`src/rtl/lcps_pkg.sv`:
```
// Shared types, codes and the CRC-32 byte update for the log prefix scanner.
`timescale 1ns / 1ps

package lcps_pkg;

    // Parsing phases of the scanner.
    typedef enum logic [2:0] {
        PH_HDR,
        PH_LEN,
        PH_NAME,
        PH_OP,
        PH_KLEN,
        PH_KEY,
        PH_CRC
    } phase_t;

    // Summary status codes.
    localparam logic [1:0] ST_CLEAN   = 2'd0;
    localparam logic [1:0] ST_HEADER  = 2'd1;
    localparam logic [1:0] ST_CORRUPT = 2'd2;
    localparam logic [1:0] ST_TORN    = 2'd3;

    // Configuration register indexes.
    localparam int unsigned CFG_IDX_BITS = 2;
    localparam logic [CFG_IDX_BITS-1:0] CFG_ADD    = 2'd0;
    localparam logic [CFG_IDX_BITS-1:0] CFG_DELETE = 2'd1;
    localparam logic [CFG_IDX_BITS-1:0] CFG_COMMIT = 2'd2;

    // Header layout.
    localparam int unsigned HDR_BYTES = 16;
    localparam int unsigned HDR_CRC_START = 12;
    localparam logic [7:0] MAGIC [4] = '{8'h44, 8'h54, 8'h58, 8'h4C};

    // Bytes after the op byte before a bad op is declared corrupt.
    localparam logic [3:0] TAIL_LIMIT = 4'd8;

    // Event queue depth.
    localparam int unsigned QDEPTH = 4;
    localparam int unsigned QPTR_BITS = $clog2(QDEPTH);

    localparam logic [31:0] CRC_POLY = 32'hEDB88320;
    localparam logic [15:0] COMMIT_END_RESET = 16'd16;

    // One transaction worth of results: a record, a summary, or both.
    typedef struct packed {
        logic        rec_v;
        logic [7:0]  op;
        logic [15:0] name_len;
        logic [31:0] key_len;
        logic [31:0] rec_end;
        logic [31:0] commit_end;
        logic        sum_v;
        logic [1:0]  status;
    } event_t;

    // Reflected CRC-32 update over one byte.
    function automatic logic [31:0] crc_byte(input logic [31:0] c_in, input logic [7:0] b);
        logic [31:0] c;
        c = c_in ^ {24'd0, b};
        for (int i = 0; i < 8; i++) begin
            c = c[0] ? ((c >> 1) ^ CRC_POLY) : (c >> 1);
        end
        return c;
    endfunction

endpackage

```
`src/rtl/lcps_scan.sv`:
```
// Front end: accepts log bytes, tracks framing and CRC, and forms result events.
`timescale 1ns / 1ps

module lcps_scan #(
    parameter int OFFSET_BITS = 32
) (
    input  logic                clk,
    input  logic                rst_n,
    input  logic                wr_en,
    input  logic [1:0]          wr_index,
    input  logic [7:0]          wr_data,
    input  logic                acc,
    input  logic [7:0]          data_byte,
    input  logic                last_byte,
    output logic                push,
    output lcps_pkg::event_t    ev
);
    import lcps_pkg::*;

    logic [7:0] add_reg, del_reg, com_reg;

    phase_t                 phase_reg, phase_next;
    logic [OFFSET_BITS-1:0] off_reg, off_next;
    logic [31:0]            fc_reg, fc_next;
    logic [15:0]            nl_reg, nl_next;
    logic [31:0]            kl_reg, kl_next;
    logic [7:0]             op_reg, op_next;
    logic [31:0]            crc_reg, crc_next;
    logic [31:0]            scrc_reg, scrc_next;
    logic [OFFSET_BITS-1:0] cend_reg, cend_next;
    logic                   stop_reg, stop_next;
    logic [1:0]             why_reg, why_next;
    logic                   opbad_reg, opbad_next;
    logic [3:0]             tail_reg, tail_next;

    logic                   start_rec, bad_tail, rec_done;
    logic [1:0]             sum_status;
    logic [OFFSET_BITS+31:0] wide_off, wide_cend;

    // Opcode registers.
    always_ff @(posedge clk or negedge rst_n)
    begin
        if (!rst_n)
        begin
            add_reg <= 8'd1;
            del_reg <= 8'd2;
            com_reg <= 8'd3;
        end
        else if (wr_en)
        begin
            case (wr_index)
                CFG_ADD:    add_reg <= wr_data;
                CFG_DELETE: del_reg <= wr_data;
                CFG_COMMIT: com_reg <= wr_data;
                default:    ;
            endcase
        end
    end

    // Byte parser.
    always_comb
    begin
        phase_next = phase_reg;
        off_next   = off_reg;
        fc_next    = fc_reg;
        nl_next    = nl_reg;
        kl_next    = kl_reg;
        op_next    = op_reg;
        crc_next   = crc_reg;
        scrc_next  = scrc_reg;
        cend_next  = cend_reg;
        stop_next  = stop_reg;
        why_next   = why_reg;
        opbad_next = opbad_reg;
        tail_next  = tail_reg;
        start_rec  = 1'b0;
        bad_tail   = 1'b0;
        rec_done   = 1'b0;
        sum_status = ST_CLEAN;

        if (acc && !stop_reg)
        begin
            if (off_reg == {OFFSET_BITS{1'b1}})
            begin
                stop_next = 1'b1;
                why_next  = ST_CORRUPT;
            end
            else
            begin
                off_next = off_reg + 1'b1;
                // Bytes after the op byte count toward the bad-op decision.
                if (phase_reg == PH_KLEN || phase_reg == PH_KEY || phase_reg == PH_CRC)
                begin
                    if (tail_reg < TAIL_LIMIT)
                    begin
                        tail_next = tail_reg + 4'd1;
                        if (tail_next == TAIL_LIMIT && opbad_reg)
                        begin
                            bad_tail  = 1'b1;
                            stop_next = 1'b1;
                            why_next  = ST_CORRUPT;
                        end
                    end
                end
                case (phase_reg)
                    PH_HDR:
                    begin
                        if (fc_reg < HDR_CRC_START)
                            crc_next = crc_byte(crc_reg, data_byte);
                        if (fc_reg < 32'd4 && data_byte != MAGIC[fc_reg[1:0]])
                        begin
                            stop_next = 1'b1;
                            why_next  = ST_HEADER;
                        end
                        else if (fc_reg >= 32'd4 && fc_reg < 32'd8 &&
                                 data_byte != ((fc_reg == 32'd4) ? 8'd1 : 8'd0))
                        begin
                            stop_next = 1'b1;
                            why_next  = ST_HEADER;
                        end
                        else
                        begin
                            if (fc_reg >= HDR_CRC_START)
                                scrc_next = {data_byte, scrc_reg[31:8]};
                            fc_next = fc_reg + 32'd1;
                            if (fc_next == HDR_BYTES)
                            begin
                                if (scrc_next != ~crc_next)
                                begin
                                    stop_next = 1'b1;
                                    why_next  = ST_HEADER;
                                end
                                else
                                    start_rec = 1'b1;
                            end
                        end
                    end
                    PH_LEN:
                    begin
                        crc_next = crc_byte(crc_reg, data_byte);
                        if (fc_reg[0])
                            nl_next = {data_byte, nl_reg[7:0]};
                        else
                            nl_next = {nl_reg[15:8], data_byte};
                        fc_next = fc_reg + 32'd1;
                        if (fc_next >= 32'd2)
                        begin
                            fc_next    = '0;
                            phase_next = (nl_next != '0) ? PH_NAME : PH_OP;
                        end
                    end
                    PH_NAME:
                    begin
                        crc_next = crc_byte(crc_reg, data_byte);
                        fc_next  = fc_reg + 32'd1;
                        if (fc_next >= {16'd0, nl_reg})
                        begin
                            fc_next    = '0;
                            phase_next = PH_OP;
                        end
                    end
                    PH_OP:
                    begin
                        crc_next   = crc_byte(crc_reg, data_byte);
                        op_next    = data_byte;
                        opbad_next = !(data_byte == add_reg || data_byte == del_reg ||
                                       data_byte == com_reg) ||
                                     (data_byte == com_reg && nl_reg != '0);
                        tail_next  = '0;
                        fc_next    = '0;
                        phase_next = PH_KLEN;
                    end
                    PH_KLEN:
                    begin
                        crc_next = crc_byte(crc_reg, data_byte);
                        case (fc_reg[1:0])
                            2'd0:    kl_next = {kl_reg[31:8], data_byte};
                            2'd1:    kl_next = {kl_reg[31:16], data_byte, kl_reg[7:0]};
                            2'd2:    kl_next = {kl_reg[31:24], data_byte, kl_reg[15:0]};
                            default: kl_next = {data_byte, kl_reg[23:0]};
                        endcase
                        fc_next = fc_reg + 32'd1;
                        if (fc_next >= 32'd4)
                        begin
                            fc_next    = '0;
                            scrc_next  = '0;
                            phase_next = (kl_next != '0) ? PH_KEY : PH_CRC;
                        end
                    end
                    PH_KEY:
                    begin
                        crc_next = crc_byte(crc_reg, data_byte);
                        fc_next  = fc_reg + 32'd1;
                        if (!bad_tail && fc_next >= kl_reg)
                        begin
                            fc_next    = '0;
                            phase_next = PH_CRC;
                        end
                    end
                    default:
                    begin
                        scrc_next = {data_byte, scrc_reg[31:8]};
                        fc_next   = fc_reg + 32'd1;
                        if (!bad_tail && fc_next >= 32'd4)
                        begin
                            if (scrc_next != ~crc_reg)
                            begin
                                stop_next = 1'b1;
                                why_next  = ST_CORRUPT;
                            end
                            else
                            begin
                                if (op_reg == com_reg)
                                    cend_next = off_next;
                                rec_done  = 1'b1;
                                start_rec = 1'b1;
                            end
                        end
                    end
                endcase
            end
        end

        // Summary status from the state left by this byte.
        if (stop_next)
            sum_status = why_next;
        else if (phase_next == PH_HDR && !start_rec)
            sum_status = ST_HEADER;
        else if (start_rec || (phase_next == PH_LEN && fc_next == '0))
            sum_status = ST_CLEAN;
        else
            sum_status = ST_TORN;

        // Record start clears the per-record fields.
        if (start_rec)
        begin
            phase_next = PH_LEN;
            fc_next    = '0;
            nl_next    = '0;
            kl_next    = '0;
            op_next    = '0;
            crc_next   = '1;
            scrc_next  = '0;
            opbad_next = 1'b0;
            tail_next  = '0;
        end

        // End of file returns the scanner to its reset state.
        if (acc && last_byte)
        begin
            phase_next = PH_HDR;
            off_next   = '0;
            fc_next    = '0;
            nl_next    = '0;
            kl_next    = '0;
            op_next    = '0;
            crc_next   = '1;
            scrc_next  = '0;
            cend_next  = OFFSET_BITS'(COMMIT_END_RESET);
            stop_next  = 1'b0;
            why_next   = ST_CLEAN;
            opbad_next = 1'b0;
            tail_next  = '0;
        end
    end

    // Event formation; offsets are reported in 32 bits.
    assign wide_off  = {32'd0, off_reg + 1'b1};
    assign wide_cend = {32'd0, (rec_done && op_reg == com_reg) ? off_reg + 1'b1 : cend_reg};

    always_comb
    begin
        ev            = '0;
        ev.rec_v      = rec_done;
        ev.op         = op_reg;
        ev.name_len   = nl_reg;
        ev.key_len    = kl_reg;
        ev.rec_end    = wide_off[31:0];
        ev.commit_end = wide_cend[31:0];
        ev.sum_v      = last_byte;
        ev.status     = sum_status;
    end

    assign push = acc && (rec_done || last_byte);

    // Scanner state registers.
    always_ff @(posedge clk or negedge rst_n)
    begin
        if (!rst_n)
        begin
            phase_reg <= PH_HDR;
            off_reg   <= '0;
            fc_reg    <= '0;
            nl_reg    <= '0;
            kl_reg    <= '0;
            op_reg    <= '0;
            crc_reg   <= '1;
            scrc_reg  <= '0;
            cend_reg  <= OFFSET_BITS'(COMMIT_END_RESET);
            stop_reg  <= 1'b0;
            why_reg   <= ST_CLEAN;
            opbad_reg <= 1'b0;
            tail_reg  <= '0;
        end
        else
        begin
            phase_reg <= phase_next;
            off_reg   <= off_next;
            fc_reg    <= fc_next;
            nl_reg    <= nl_next;
            kl_reg    <= kl_next;
            op_reg    <= op_next;
            crc_reg   <= crc_next;
            scrc_reg  <= scrc_next;
            cend_reg  <= cend_next;
            stop_reg  <= stop_next;
            why_reg   <= why_next;
            opbad_reg <= opbad_next;
            tail_reg  <= tail_next;
        end
    end

endmodule

```
`src/rtl/lcps_queue.sv`:
```
// Short event queue between the byte parser and the result emitter.
`timescale 1ns / 1ps

module lcps_queue (
    input  logic             clk,
    input  logic             rst_n,
    input  logic             push,
    input  lcps_pkg::event_t push_ev,
    input  logic             pop,
    output lcps_pkg::event_t head,
    output logic             full,
    output logic             empty
);
    import lcps_pkg::*;

    event_t                entries [QDEPTH];
    logic [QPTR_BITS-1:0]  wr_ptr_reg, rd_ptr_reg;
    logic [QPTR_BITS:0]    count_reg;

    assign full  = (count_reg == (QPTR_BITS+1)'(QDEPTH));
    assign empty = (count_reg == '0);
    assign head  = entries[rd_ptr_reg];

    // Entry storage.
    always_ff @(posedge clk)
    begin
        if (push)
            entries[wr_ptr_reg] <= push_ev;
    end

    // Pointers and fill count.
    always_ff @(posedge clk or negedge rst_n)
    begin
        if (!rst_n)
        begin
            wr_ptr_reg <= '0;
            rd_ptr_reg <= '0;
            count_reg  <= '0;
        end
        else
        begin
            if (push)
                wr_ptr_reg <= wr_ptr_reg + 1'b1;
            if (pop)
                rd_ptr_reg <= rd_ptr_reg + 1'b1;
            if (push && !pop)
                count_reg <= count_reg + 1'b1;
            else if (pop && !push)
                count_reg <= count_reg - 1'b1;
        end
    end

endmodule

```
`src/rtl/lcps_emit.sv`:
```
// Back end: turns queued events into record and summary transactions.
`timescale 1ns / 1ps

module lcps_emit (
    input  logic             clk,
    input  logic             rst_n,
    input  lcps_pkg::event_t head,
    input  logic             empty,
    output logic             pop,
    output logic             out_valid,
    input  logic             out_stall,
    output logic             kind,
    output logic [7:0]       op_code,
    output logic [15:0]      name_length,
    output logic [31:0]      key_length,
    output logic [31:0]      record_end,
    output logic [31:0]      commit_offset,
    output logic [1:0]       status,
    output logic             final_res
);
    import lcps_pkg::*;

    logic valid_reg;
    logic sent_rec_reg;
    logic load;
    logic send_rec;

    assign load     = !empty && (!valid_reg || !out_stall);
    assign send_rec = head.rec_v && !sent_rec_reg;
    assign pop      = load && !(send_rec && head.sum_v);
    assign out_valid = valid_reg;

    // Output control.
    always_ff @(posedge clk or negedge rst_n)
    begin
        if (!rst_n)
        begin
            valid_reg    <= 1'b0;
            sent_rec_reg <= 1'b0;
        end
        else
        begin
            if (load)
                valid_reg <= 1'b1;
            else if (!out_stall)
                valid_reg <= 1'b0;
            if (load)
                sent_rec_reg <= send_rec && head.sum_v;
        end
    end

    // Output payload.
    always_ff @(posedge clk)
    begin
        if (load)
        begin
            commit_offset <= head.commit_end;
            if (send_rec)
            begin
                kind        <= 1'b0;
                op_code     <= head.op;
                name_length <= head.name_len;
                key_length  <= head.key_len;
                record_end  <= head.rec_end;
                status      <= ST_CLEAN;
                final_res   <= !head.sum_v;
            end
            else
            begin
                kind        <= 1'b1;
                op_code     <= '0;
                name_length <= '0;
                key_length  <= '0;
                record_end  <= '0;
                status      <= head.status;
                final_res   <= 1'b1;
            end
        end
    end

endmodule

```
`src/rtl/log_committed_prefix_scanner.sv`:
```
// Top level of the transaction log committed-prefix scanner.
`timescale 1ns / 1ps

// The scanner takes one log byte per cycle, checks the 16-byte header and
// deframes records, reporting each valid record and one summary transaction on
// the byte marked last. A byte is accepted every cycle while the four-entry
// event queue has room; the result side delivers one transaction per cycle
// while not stalled; only a final byte that also completes a record yields two
// transactions. Results pass through the event queue and the output register.
module log_committed_prefix_scanner #(
    parameter int OFFSET_BITS = 32
) (
    input  logic        clk,
    input  logic        rst_n,
    input  logic        wr_en,
    input  logic [1:0]  wr_index,
    input  logic [7:0]  wr_data,
    input  logic        in_valid,
    output logic        in_stall,
    input  logic [7:0]  data_byte,
    input  logic        last_byte,
    output logic        out_valid,
    input  logic        out_stall,
    output logic        kind,
    output logic [7:0]  op_code,
    output logic [15:0] name_length,
    output logic [31:0] key_length,
    output logic [31:0] record_end,
    output logic [31:0] commit_offset,
    output logic [1:0]  status,
    output logic        final_res
);
    import lcps_pkg::*;

    logic   acc, push, pop, full, empty;
    event_t ev, head;

    assign in_stall = full;
    assign acc      = in_valid && !full;

    lcps_scan #(.OFFSET_BITS(OFFSET_BITS)) u_scan (
        .clk       (clk),
        .rst_n     (rst_n),
        .wr_en     (wr_en),
        .wr_index  (wr_index),
        .wr_data   (wr_data),
        .acc       (acc),
        .data_byte (data_byte),
        .last_byte (last_byte),
        .push      (push),
        .ev        (ev)
    );

    lcps_queue u_queue (
        .clk     (clk),
        .rst_n   (rst_n),
        .push    (push),
        .push_ev (ev),
        .pop     (pop),
        .head    (head),
        .full    (full),
        .empty   (empty)
    );

    lcps_emit u_emit (
        .clk           (clk),
        .rst_n         (rst_n),
        .head          (head),
        .empty         (empty),
        .pop           (pop),
        .out_valid     (out_valid),
        .out_stall     (out_stall),
        .kind          (kind),
        .op_code       (op_code),
        .name_length   (name_length),
        .key_length    (key_length),
        .record_end    (record_end),
        .commit_offset (commit_offset),
        .status        (status),
        .final_res     (final_res)
    );

endmodule

```
`config.mk`:
```
export PLATFORM = sky130hd
export DESIGN_NAME = log_committed_prefix_scanner
export DESIGN_NICKNAME = d
export VERILOG_FILES = /design/src/rtl/lcps_pkg.sv /design/src/rtl/lcps_scan.sv /design/src/rtl/lcps_queue.sv /design/src/rtl/lcps_emit.sv /design/src/rtl/log_committed_prefix_scanner.sv
export SDC_FILE = /design/constraint.sdc
export NUM_CORES = 1
export LEC_CHECK = 0
export BUFFER_PORTS_ARGS = -buffer_cell sky130_fd_sc_hd__buf_4
export CORE_ASPECT_RATIO = 0.75
export CORE_MARGIN = 3
export CORE_UTILIZATION = 60
export CTS_CLUSTER_DIAMETER = 50
export DETAILED_ROUTE_END_ITERATION = 8
export PLACE_DENSITY = 0.87
export SYNTH_ARGS = -nofsm -noshare
export SYNTH_HDL_FRONTEND = slang
export SYNTH_HIERARCHICAL = 1
export SYNTH_SLANG_ARGS = --single-unit
```
`constraint.sdc`:
```
create_clock -name clk -period 24.8 [get_ports clk]
set_clock_uncertainty 0.1 [all_clocks]
set_input_delay 6.2 -clock clk [delete_from_list [all_inputs] [get_ports clk]]
set_output_delay 6.2 -clock clk [all_outputs]
set_load 0.01 [all_outputs]
```
# After elaboration in Yosys (flattened, before gate mapping)
# Memories as Yosys holds them, arrays and structs flattened.
# Cells that the tools add are included.
[word_totals] regBits=384 latch_bits=0 ramBits=496 romBits=0 in_bits=24 word_cells=324 n_memories=1
[op_classes] addsub=7 n_mul=0 n_div=0 order_cmp=11 eq_ne=33 n_shift=0 mux=156 bitwise_logic=12 n_reduce_logical=75
[memory_table] memory="u_queue.entries" words=4 width=124 rd=1 rd_clocked_by_memory_dff=0 wr=1 line="lcps_queue.sv:16" rtl="event_t entries [QDEPTH];"
[ops] operator="$mux W32" count=58
[ops] operator="$pmux W32 S3" count=2
[ops] operator="$pmux W32 S6" count=1
[ops] operator="$mux W16" count=9
[ops] operator="$not A13 Y14" count=8
[ops] operator="$add A32 B1 Y32 const B" count=2
[ops] operator="$ge A32 B3 Y1 const B" count=2
[ops] operator="$lt A32 B4 Y1 const B" count=2
[ops] operator="$ne A32 B32 Y1" count=2
[ops] operator="$not A32 Y32" count=2
[ops] operator="$pmux W32 S2" count=1
[ops] operator="$mux W8" count=7
[ops] operator="$mux W1" count=40
[ops] operator="$eq A32 B3 Y1 const B" count=1
[ops] operator="$eq A32 B32 Y1 const B" count=1
[ops] operator="$eq A32 B5 Y1 const B" count=1
[ops] operator="$eq A8 B8 Y1" count=4
[ops] operator="$ge A32 B16 Y1" count=1
[ops] operator="$ge A32 B2 Y1 const B" count=1
[ops] operator="$ge A32 B32 Y1" count=1
[ops] operator="$ge A32 B4 Y1 const B" count=1
[ops] operator="$logic_not A32 Y1" count=1
[ops] operator="$lt A32 B3 Y1 const B" count=1
[ops] operator="$mux W2" count=16
[ops] operator="43 further kinds" count=129

# Depth between registers and ports, before layout
# Gate-level depths: netlist (run 1).
[depth] word_depth=34 depth_mapped=21 ltp_nobuf=18

# By module
# The synthesis (run 1) kept the hierarchy.
[by_module_without_submodules] mod="lcps_queue" n_inst=1 cells_each=682 area_each_um2=18250.0
[by_module_without_submodules] mod="lcps_scan" n_inst=1 cells_each=1872 area_each_um2=17394.2
[by_module_without_submodules] mod="lcps_emit" n_inst=1 cells_each=235 area_each_um2=4496.8
[by_module_without_submodules] mod="log_committed_prefix_scanner" n_inst=1 cells_each=1 area_each_um2=13.8

# Worst setup path before layout (run 1)
# Ideal clock, no wire load.
[synth_timing] kind="input to register" from="in out_stall" to="reg u_queue.count_reg[1]" setup_ps=125 t_arrival_ps=13778 required_ps=24575 path_slack_ps=10798 cell_stages=7 path_buffers=0 cell_sequence="a21oi_1 -> nor2b_1 -> inv_1 -> ha_1 -> inv_1 -> fa_1 -> mux2_2"
[synth_between] elab_chain_cells=7 elab_cells_between_ends=9
[synth_rtl] element="from (decl)" line="log_committed_prefix_scanner.sv:23" rtl="input logic out_stall,"
[synth_rtl] element="$logic_not A1 Y1 *" line="lcps_emit.sv:28" rtl="assign load = !empty && (!valid_reg || !out_stall);"
[synth_rtl] element="$logic_or A1 B1 Y1 *" line="lcps_emit.sv:28"
[synth_rtl] element="$logic_and A1 B1 Y1 *" line="lcps_emit.sv:28"
[synth_rtl] element="$logic_and A1 B1 Y1 *" line="lcps_emit.sv:30" rtl="assign pop = load && !(send_rec && head.sum_v);"
[synth_rtl] element="net pop" line="log_committed_prefix_scanner.sv:35" rtl="logic acc, push, pop, full, empty;"
[synth_rtl] element="$logic_not A1 Y1" line="lcps_queue.sv:46" rtl="if (push && !pop)"
[synth_rtl] element="$logic_and A1 B1 Y1" line="lcps_queue.sv:46"
[synth_rtl] element="$mux W3 / $reduce_bool A2 Y1 (equally long branches)"
[synth_rtl] element="to (signal assigned)" line="lcps_queue.sv:47" rtl="count_reg <= count_reg + 1'b1;"
[synth_rtl] element="to (signal assigned)" line="lcps_queue.sv:49" rtl="count_reg <= count_reg - 1'b1;"
[synth_rtl] element="to (decl)" line="lcps_queue.sv:18" rtl="logic [QPTR_BITS:0] count_reg;"
# Mark *: on every way through the listed nets, which the timed path passes. The rest lies on a longest branch.
# A chain may end at the register's enable or synchronous reset.

# Worst setup path in the final report (run 1)
[layout_timing] from="in data_byte[0]" to="reg u_scan.crc_reg[24]"
[layout_between] elab_chain_cells=29 elab_cells_between_ends=51
[layout_rtl] element="from (decl)" line="log_committed_prefix_scanner.sv:20" rtl="input logic [7:0] data_byte,"
[layout_rtl] element="$xor A32 B8 Y32" line="lcps_pkg.sv:59" rtl="c = c_in ^ {24'd0, b};"
[layout_rtl] element="$mux W32" line="lcps_pkg.sv:61" rtl="c = c[0] ? ((c >> 1) ^ CRC_POLY) : (c >> 1);"
[layout_rtl] element="$mux W32 / $not A13 Y14 (equally long branches)"
[layout_rtl] element="$not A13 Y14 (no source line) / $mux W32 (equally long branches)"
[layout_rtl] element="$mux W32 / $not A13 Y14 (equally long branches)"
[layout_rtl] element="$not A13 Y14 (no source line) / $mux W32 (equally long branches)"
[layout_rtl] element="$mux W32" line="lcps_pkg.sv:61"
[layout_rtl] element="$mux W32 / $not A13 Y14 (equally long branches)"
[layout_rtl] element="(+13 left out)"
[layout_rtl] element="$mux W1" line="lcps_scan.sv:126" rtl="if (fc_next == HDR_BYTES)"
[layout_rtl] element="$mux W1" line="lcps_scan.sv:115" rtl="else if (fc_reg >= 32'd4 && fc_reg < 32'd8 &&"
[layout_rtl] element="$mux W1" line="lcps_scan.sv:110" rtl="if (fc_reg < 32'd4 && data_byte != MAGIC[fc_reg[1:0]])"
[layout_rtl] element="$pmux W1 S2" line="lcps_scan.sv:105" rtl="case (phase_reg)"
[layout_rtl] element="$mux W1" line="lcps_scan.sv:83" rtl="if (off_reg == {OFFSET_BITS{1'b1}})"
[layout_rtl] element="$mux W1" line="lcps_scan.sv:81" rtl="if (acc && !stop_reg)"
[layout_rtl] element="$ne A3 B2 Y1 (no source line), or another cell as far along"
[layout_rtl] element="$reduce_and A3 Y1 (no source line) / $mux W32 (equally long branches)"
[layout_rtl] element="to (signal assigned)" line="lcps_scan.sv:313" rtl="crc_reg <= crc_next;"
[layout_rtl] element="to (decl)" line="lcps_scan.sv:28" rtl="logic [31:0] crc_reg, crc_next;"
# Parallel ways exist; a longest one is shown, timed or not. The select of a mux whose other input is x is not followed.

==> results of run 1 <==
-- worst paths after layout --
| check | end | depth (start not counted) | start | slack, ps |
|---|---|---|---|---|
| worst max-delay path | u_scan/crc_reg[24] | 12 | data_byte[0] | 13460 |
| worst min-delay path | u_queue/count_reg[2] | 1 | u_queue/count_reg[2] | 410 |
| worst max register to register | u_scan/fc_reg[4] | 17 | u_scan/fc_reg[0] | 16450 |
| worst min register to register | u_queue/count_reg[2] | 1 | u_queue/count_reg[2] | 410 |
| max in group asynchronous | u_scan/kl_reg[3] | 2 | rst_n | 17360 |
| min in group asynchronous | u_scan/fc_reg[21] | 1 | rst_n | 5540 |
-- area by class of cell --
class                           instances  share of cell area [%]
Clock buffer                          103                    5.00
Inverter                              105                   0.881
Clock inverter                         56                    1.35
Sequential cell                       880                    56.3
Multi-Input combinational cell       1644                    31.0
Tap cell                              871                    2.44
Timing Repair Buffer                  183                    3.09
-- Yosys cell counts (all sizes together) (6+ instances only) --
master,instances
a21oi,63
dfrtp,223
a21o,8
o22a,6
buf,74
o21ai,109
nand3b,8
nor2,124
nor2b,12
a211oi,13
o2bb2ai,21
xor2,84
inv,105
o22ai,6
and4,12
nand3,55
edfxtp,620
nand2b,15
ha,64
a2111oi,7
or2,6
nand2,150
dfstp,37
and2,136
mux2i,6
and3,19
nand4,38
xnor2,131
a2bb2oi,31
o31ai,28
nor3,58
xnor3,21
a211o,6
mux2,29
a22o,44
a22oi,33
clkbuf,87
o41ai,9
or4,17
mux4,124
nor4,49
a32o,14
or3,16
-- cell usage in the layout, fill, tap and decap left out, types with 84 or more instances in the layout --
cell type / Yosys / layout
and2_1: 120 / 116
buf_4: 9 / 182
clkbuf_16: 0 / 87
dfrtp_1: 223 / 221
edfxtp_1: 620 / 620
inv_1: 104 / 104
mux4_2: 124 / 124
nand2_1: 150 / 150
nor2_1: 121 / 119
o21ai_0: 103 / 102
xnor2_1: 126 / 126
xor2_1: 84 / 84
-- per-layer routing --
layer  GRT usage, %  share of wire, %
met3           5.96               9.8
met2           49.2                47
met5              0             0.025
met1           45.4                40
met4           9.43               3.2
-- critical path, delay by kind of cell --
kind | cells | cell delay, ps
compound gates | 3 | 860
xor+xnor | 4 | 2210
buf+inv | 1 | 250
simple gates | 4 | 2120
-- cell families (layout without fill, tap and decap cells) --
logic type / Yosys count / after routing / synth area share (%)
buffers and inverters: 266 / 447 / 2.97
xor gates and xnor gates: 241 / 241 / 6.31
DFF: 880 / 880 / 62.7
AOI/OAI and AO/OA: 444 / 444 / 7.93
muxes: 159 / 159 / 7.92
and+or+nand+nor: 735 / 735 / 10.1
adders and majority gates: 65 / 65 / 2.04
-- report_power, final --
part / switching [W] / internal, W / leakage [nW]
sequential: 0.000193 / 0.00189 / 9.29
combinational: 0.000847 / 0.000741 / 6.34
clock: 0.000580 / 0.000730 / 1.37
-- stage by stage --
stage          cell area (um2)  power (W)
2_1_floorplan            40200    0.00316
3_3_place_gp             41900    0.00362
3_5_place_dp             41900    0.00366
4_1_cts                  44700    0.00500
5_1_grt                  44700    0.00518
6_report                 44700    0.00498
==> out/metrics.yaml, run 1 <==
setup_path:
  end_kind: "register"
  worst-endpoint-required_ps: 25200
  worstPathCellList: "buf_4 -> xnor2_2 -> xnor3_1 -> xor2_1 -> xnor2_1 -> nor2_1 -> a31oi_1 -> nor4_1 -> a41o_2 -> nand2b_4 -> nor3_4 -> a2bb2oi_1"
  crit_path_max_fanout: 65
  slowest_delay_ps: 1250
  crit_path_top_delay_cell: "nor3_4"
  critPathKind: "primary input to register"
  start_kind: "primary input"
  critPathArrivalTime_ps: 11730
route:
  routed_via_density: 6.76
  drc_errors: 0
  wirelength_um: 110000
  firstDrtPassIters: 6
  ant_nets: 0
  routedWlPerCell_um: 28.5
  vias: 26000
  drtIter0Drc: 3628
sta:
  fmax_mhz: 88.2
  setup_viol: 0
  period_share_pct: 45.7
  tightest_slew_ps: 1330
  hold_violations: 0
  slew_viol_final: 0
  rsz0062_at_grt: "false"
  holdWs_ps: 407
  fin_crit_ps: 11340
  slew_headroom_pct: 11.6
  tns_ps: 0
  layout_setup_ws_ps: 13460
die:
  ioPinCount: 150
  initial_utilization_pct: 61.1
  die-area_um2: 70100
  rows: 81
  fp.dieH_um: 230
  coreArea_um2: 65700
  die_x_um: 305
clock_network:
  post_cts_resize_count: 0
  numCtsBuffers: 85
  clock-sinks: 880
  clk_pin_slew_worst_paths_ps: 60
  cts_tree: "done"
  cts_root_buf: "clkbuf_16"
  clock_latency_ps: 660
  cts_setup_buffers: 0
  hold_buffers: 0
  htreeDepth: 3
  cts_buffer_depth: 3
power:
  p_leak_nw: 17.0
  power_per_cell_area_nw_per_um2: 111
  max-vdd-ir-drop_mv: 0.0815
final_layout:
  final_core_util_pct: 68.1
  finalNonFillerCells: 3842
  largest_register_ffs: 496
  fin_nets: 2988
  regMostFlops: "u_queue/entries"
  multi_input_area_um2: 13800
  seq_area_um2: 25200
  layout-drive-gt1-share_pct: 19.4
  n_antenna_cell: 0
  nFillCells: 4158
  area_delta_synth_final_pct: 11.4
synthesis:
  syn_nets: 2879
  yosysTopAreaCellShare_pct: 46.4
  synth_warnings: 6
  syn_inst: 2790
  synth.distinct_cells: 106
  ys.flop_type: "edfxtp_1"
  synth_seq_cells: 880
  seq_area_frac_synth_pct: 62.7
  synth-edff-count: 620
  netlist_top_cells_area: "edfxtp_1, dfrtp_1, mux4_2"
  synth_top_area_cell: "edfxtp_1"
  syn_area_per_cell_um2: 14.4
  async_reset_ff_share_pct: 29.5
  netlist_area_um2: 40200
outcome:
  status: "completed"
global_routing:
  antenna_found_initial: 2
  grt_pass1_vias: 26100
  grt_use_total_pct: 31.4
  grt_max_degree: 106
  grt_first_pass_wirelength_um: 167000
  grt_overflow_total: 0
placement:
  place_inst: 3683
  dpl_worst_slack_ps: 12930
  gp_congestion: 0.942
  port_buffers: 149
  dp_hpwl_um: 68100
min_path:
  min_path_type: "register to register"
run:
  cap_viol_max_count: 0
Power figures use the tool's default switching activity.
==> run 2, diff against run 1 <==
CORE_UTILIZATION = 56   (was 60)
PLACE_DENSITY = 0.85   (was 0.87)
clock period = 9.5 ns   (was 24.8 ns; I/O delays follow)
==> run 2 against run 1 <==
Net effect: sequential power rose to 2.6 times the previous value; die area rose by 7.0%; sequential share of layout area fell by 0.60 points; critical path type is now register to register; power grew to 2.7 times the previous value; highest routed layer unchanged; clock-buffer cell count up 13.
==> out/metrics.yaml, run 2 (synthesis results as in run 1) <==
setup_path:
  ff2ff_setup_slack_ps: 1900  # -14,550 ps
  worst-endpoint-required_ps: 9770  # -15,430 ps
  critPathKind: "register to register"
  start_kind: "register"
  critPathArrivalTime_ps: 7860  # -3870 ps
  crit_path_max_fanout: 19  # -71%
  end_kind: "register"
power:
  switchingPower_w: 0.00416  # +160%
  swShare_pct: 31.4  # -1.2 points
  max-vdd-ir-drop_mv: 0.165  # +100%
  power_per_cell_area_nw_per_um2: 293  # +160%
  internal-power_w: 0.00910  # +170%
  power_w: 0.0133  # +170%
  p_leak_nw: 17.2  # +1.0%
  pwr-share-seq_pct: 41.0  # -0.8 points
  pwr-share-clk_pct: 28.2  # +1.9 points
  pwr-share-comb_pct: 30.8  # -1.1 points
final_layout:
  regMostFlops: "u_queue/entries"
  n_antenna_cell: 0  # unchanged
  layout_commonest_cell: "edfxtp_1"
  area_delta_synth_final_pct: 12.6
  final_cell_mix: "edfxtp_1, dfrtp_1, buf_4, nand2_1, xnor2_1"
  nFillCells: 4683  # +13%
  layout-drive-gt1-share_pct: 19.6  # +0.28 points
  seq_area_um2: 25200  # unchanged
  fin_nets: 2989  # +0.033%
  largest_register_ffs: 496  # unchanged
  multi_input_area_um2: 13800  # unchanged
  final_area_um2: 45200  # +1.1%
clock_network:
  cts_buffer_depth: 3  # unchanged
  clock-sinks: 880  # unchanged
  post_cts_resize_count: 0  # unchanged
  cts_root_buf: "clkbuf_16"
  htreeDepth: 3  # unchanged
  cts_setup_buffers: 0  # unchanged
  cts_tree: "done"
  clock_latency_ps: 660  # about the same
  numCtsBuffers: 89  # +4.7%
  clk_pin_slew_worst_paths_ps: 60  # about the same
  hold_buffers: 0  # unchanged
sta:
  rsz0062_at_grt: "false"
  holdWs_ps: 392  # -14.3 ps
  tns_ps: 0  # unchanged
  hold_violations: 0  # unchanged
  layout_setup_ws_ps: 1900  # -11,560 ps
  period_share_pct: 80.0
  fin_crit_ps: 7600
  setup_viol: 0  # unchanged
  tightest_slew_ps: 1290  # -39.7 ps
  slew_headroom_pct: 14.2  # +2.6 points
  slew_viol_final: 0  # unchanged
  fmax_mhz: 132
die:
  coreArea_um2: 70500  # +7.4%
  die-area_um2: 75000  # +7.0%
  die_x_um: 315  # +3.4%
  fp.dieH_um: 238  # +3.4%
  initial_utilization_pct: 56.9  # -4.2 points
  rows: 84  # +3.7%
  ioPinCount: 150  # unchanged
placement:
  dpl_cell_area_um2: 42000  # +0.30%
  dp_hpwl_um: 64500  # -5.3%
  dpl_worst_slack_ps: 2080  # -10,850 ps
  port_buffers: 149  # unchanged
  gp_congestion: 0.978  # +3.8%
route:
  firstDrtPassIters: 6  # unchanged
  routed_via_density: 6.48  # -4.1%
  vias: 25400  # -2.1%
  ant_nets: 0  # unchanged
  routedWlPerCell_um: 26.2  # -8.0%
  drtIter0Drc: 3549  # -2.2%
  wirelength_um: 103000  # -6.1%
  drc_errors: 0  # unchanged
outcome:
  status: "completed"
global_routing:
  grt_overflow_total: 0  # unchanged
  grt_max_degree: 160  # +51%
  grt_pass1_vias: 25600  # -2.1%
  grt_use_total_pct: 27.6  # -3.8 points
  grt_first_pass_wirelength_um: 158000  # -5.2%
  antenna_found_initial: 2  # unchanged
min_path:
  min_path_type: "register to register"
run:
  cap_viol_max_count: 0  # unchanged
run 2: critical path, cell delays in order (launching register included):
cell and delay [ps]:
dfrtp_1 750, ha_1 740, nand3_1 380, or4_1 650, xnor2_1 570, ha_1 380
a21o_1 190, a21oi_1 450, a2111oi_0 200, clkbuf_2 200, o31a_1 170, o21ai_0 710
a211o_1 230, a21o_1 320, o22ai_1 150, a21oi_1 360, nor4bb_1 170, o32ai_1 600
run 2: worst paths after layout:
| path | startpoint | endpoint | depth (start not counted) |
|---|---|---|---|
| setup / recovery | u_scan/fc_reg[0] | u_queue/entries[3][1] | 17 |
| hold / removal | u_queue/count_reg[2] | u_queue/count_reg[2] | 1 |
| setup reg to reg | u_scan/fc_reg[0] | u_queue/entries[3][1] | 17 |
| hold reg to reg | u_queue/count_reg[2] | u_queue/count_reg[2] | 1 |
| max in group asynchronous | rst_n | u_queue/rd_ptr_reg[1] | 2 |
| min in group asynchronous | rst_n | u_scan/fc_reg[28] | 1 |
run 2: power by group through the flow:
stage                     Clock (W)  Sequential (W)  Combinational, W
final                       0.00374         0.00543           0.00408
after global routing        0.00394         0.00550           0.00438
after CTS                   0.00379         0.00544           0.00410
after detailed placement          0         0.00549           0.00405
after global placement            0         0.00546           0.00401
after floorplan                   0         0.00538           0.00285
run 2: metrics by stage:
stage / cells / utilization [%]
after global routing: 3921 / 64.1
after floorplan: 2790 / -
after CTS: 3920 / 64.1
final: 3921 / 64.1
after global placement: 3754 / 59.6
after detailed placement: 3754 / 59.6
run 2: final cells by class:
type	count	area share [%]
clock buffers	116	5.37
clock inverters	50	1.68
inverters	105	0.872
multi-input cells	1644	30.6
flip-flops and latches	880	55.7
well taps	946	2.62
repair buffers	180	3.14
run 2: metal layers:
layer,routed length (um),GRT usage (%),vias up
met2,47800,42.5,1474
met5,27,0,-
met3,9810,5.67,278
li1,-,-,10800
met1,41800,39.9,12900
met4,3420,9.08,4
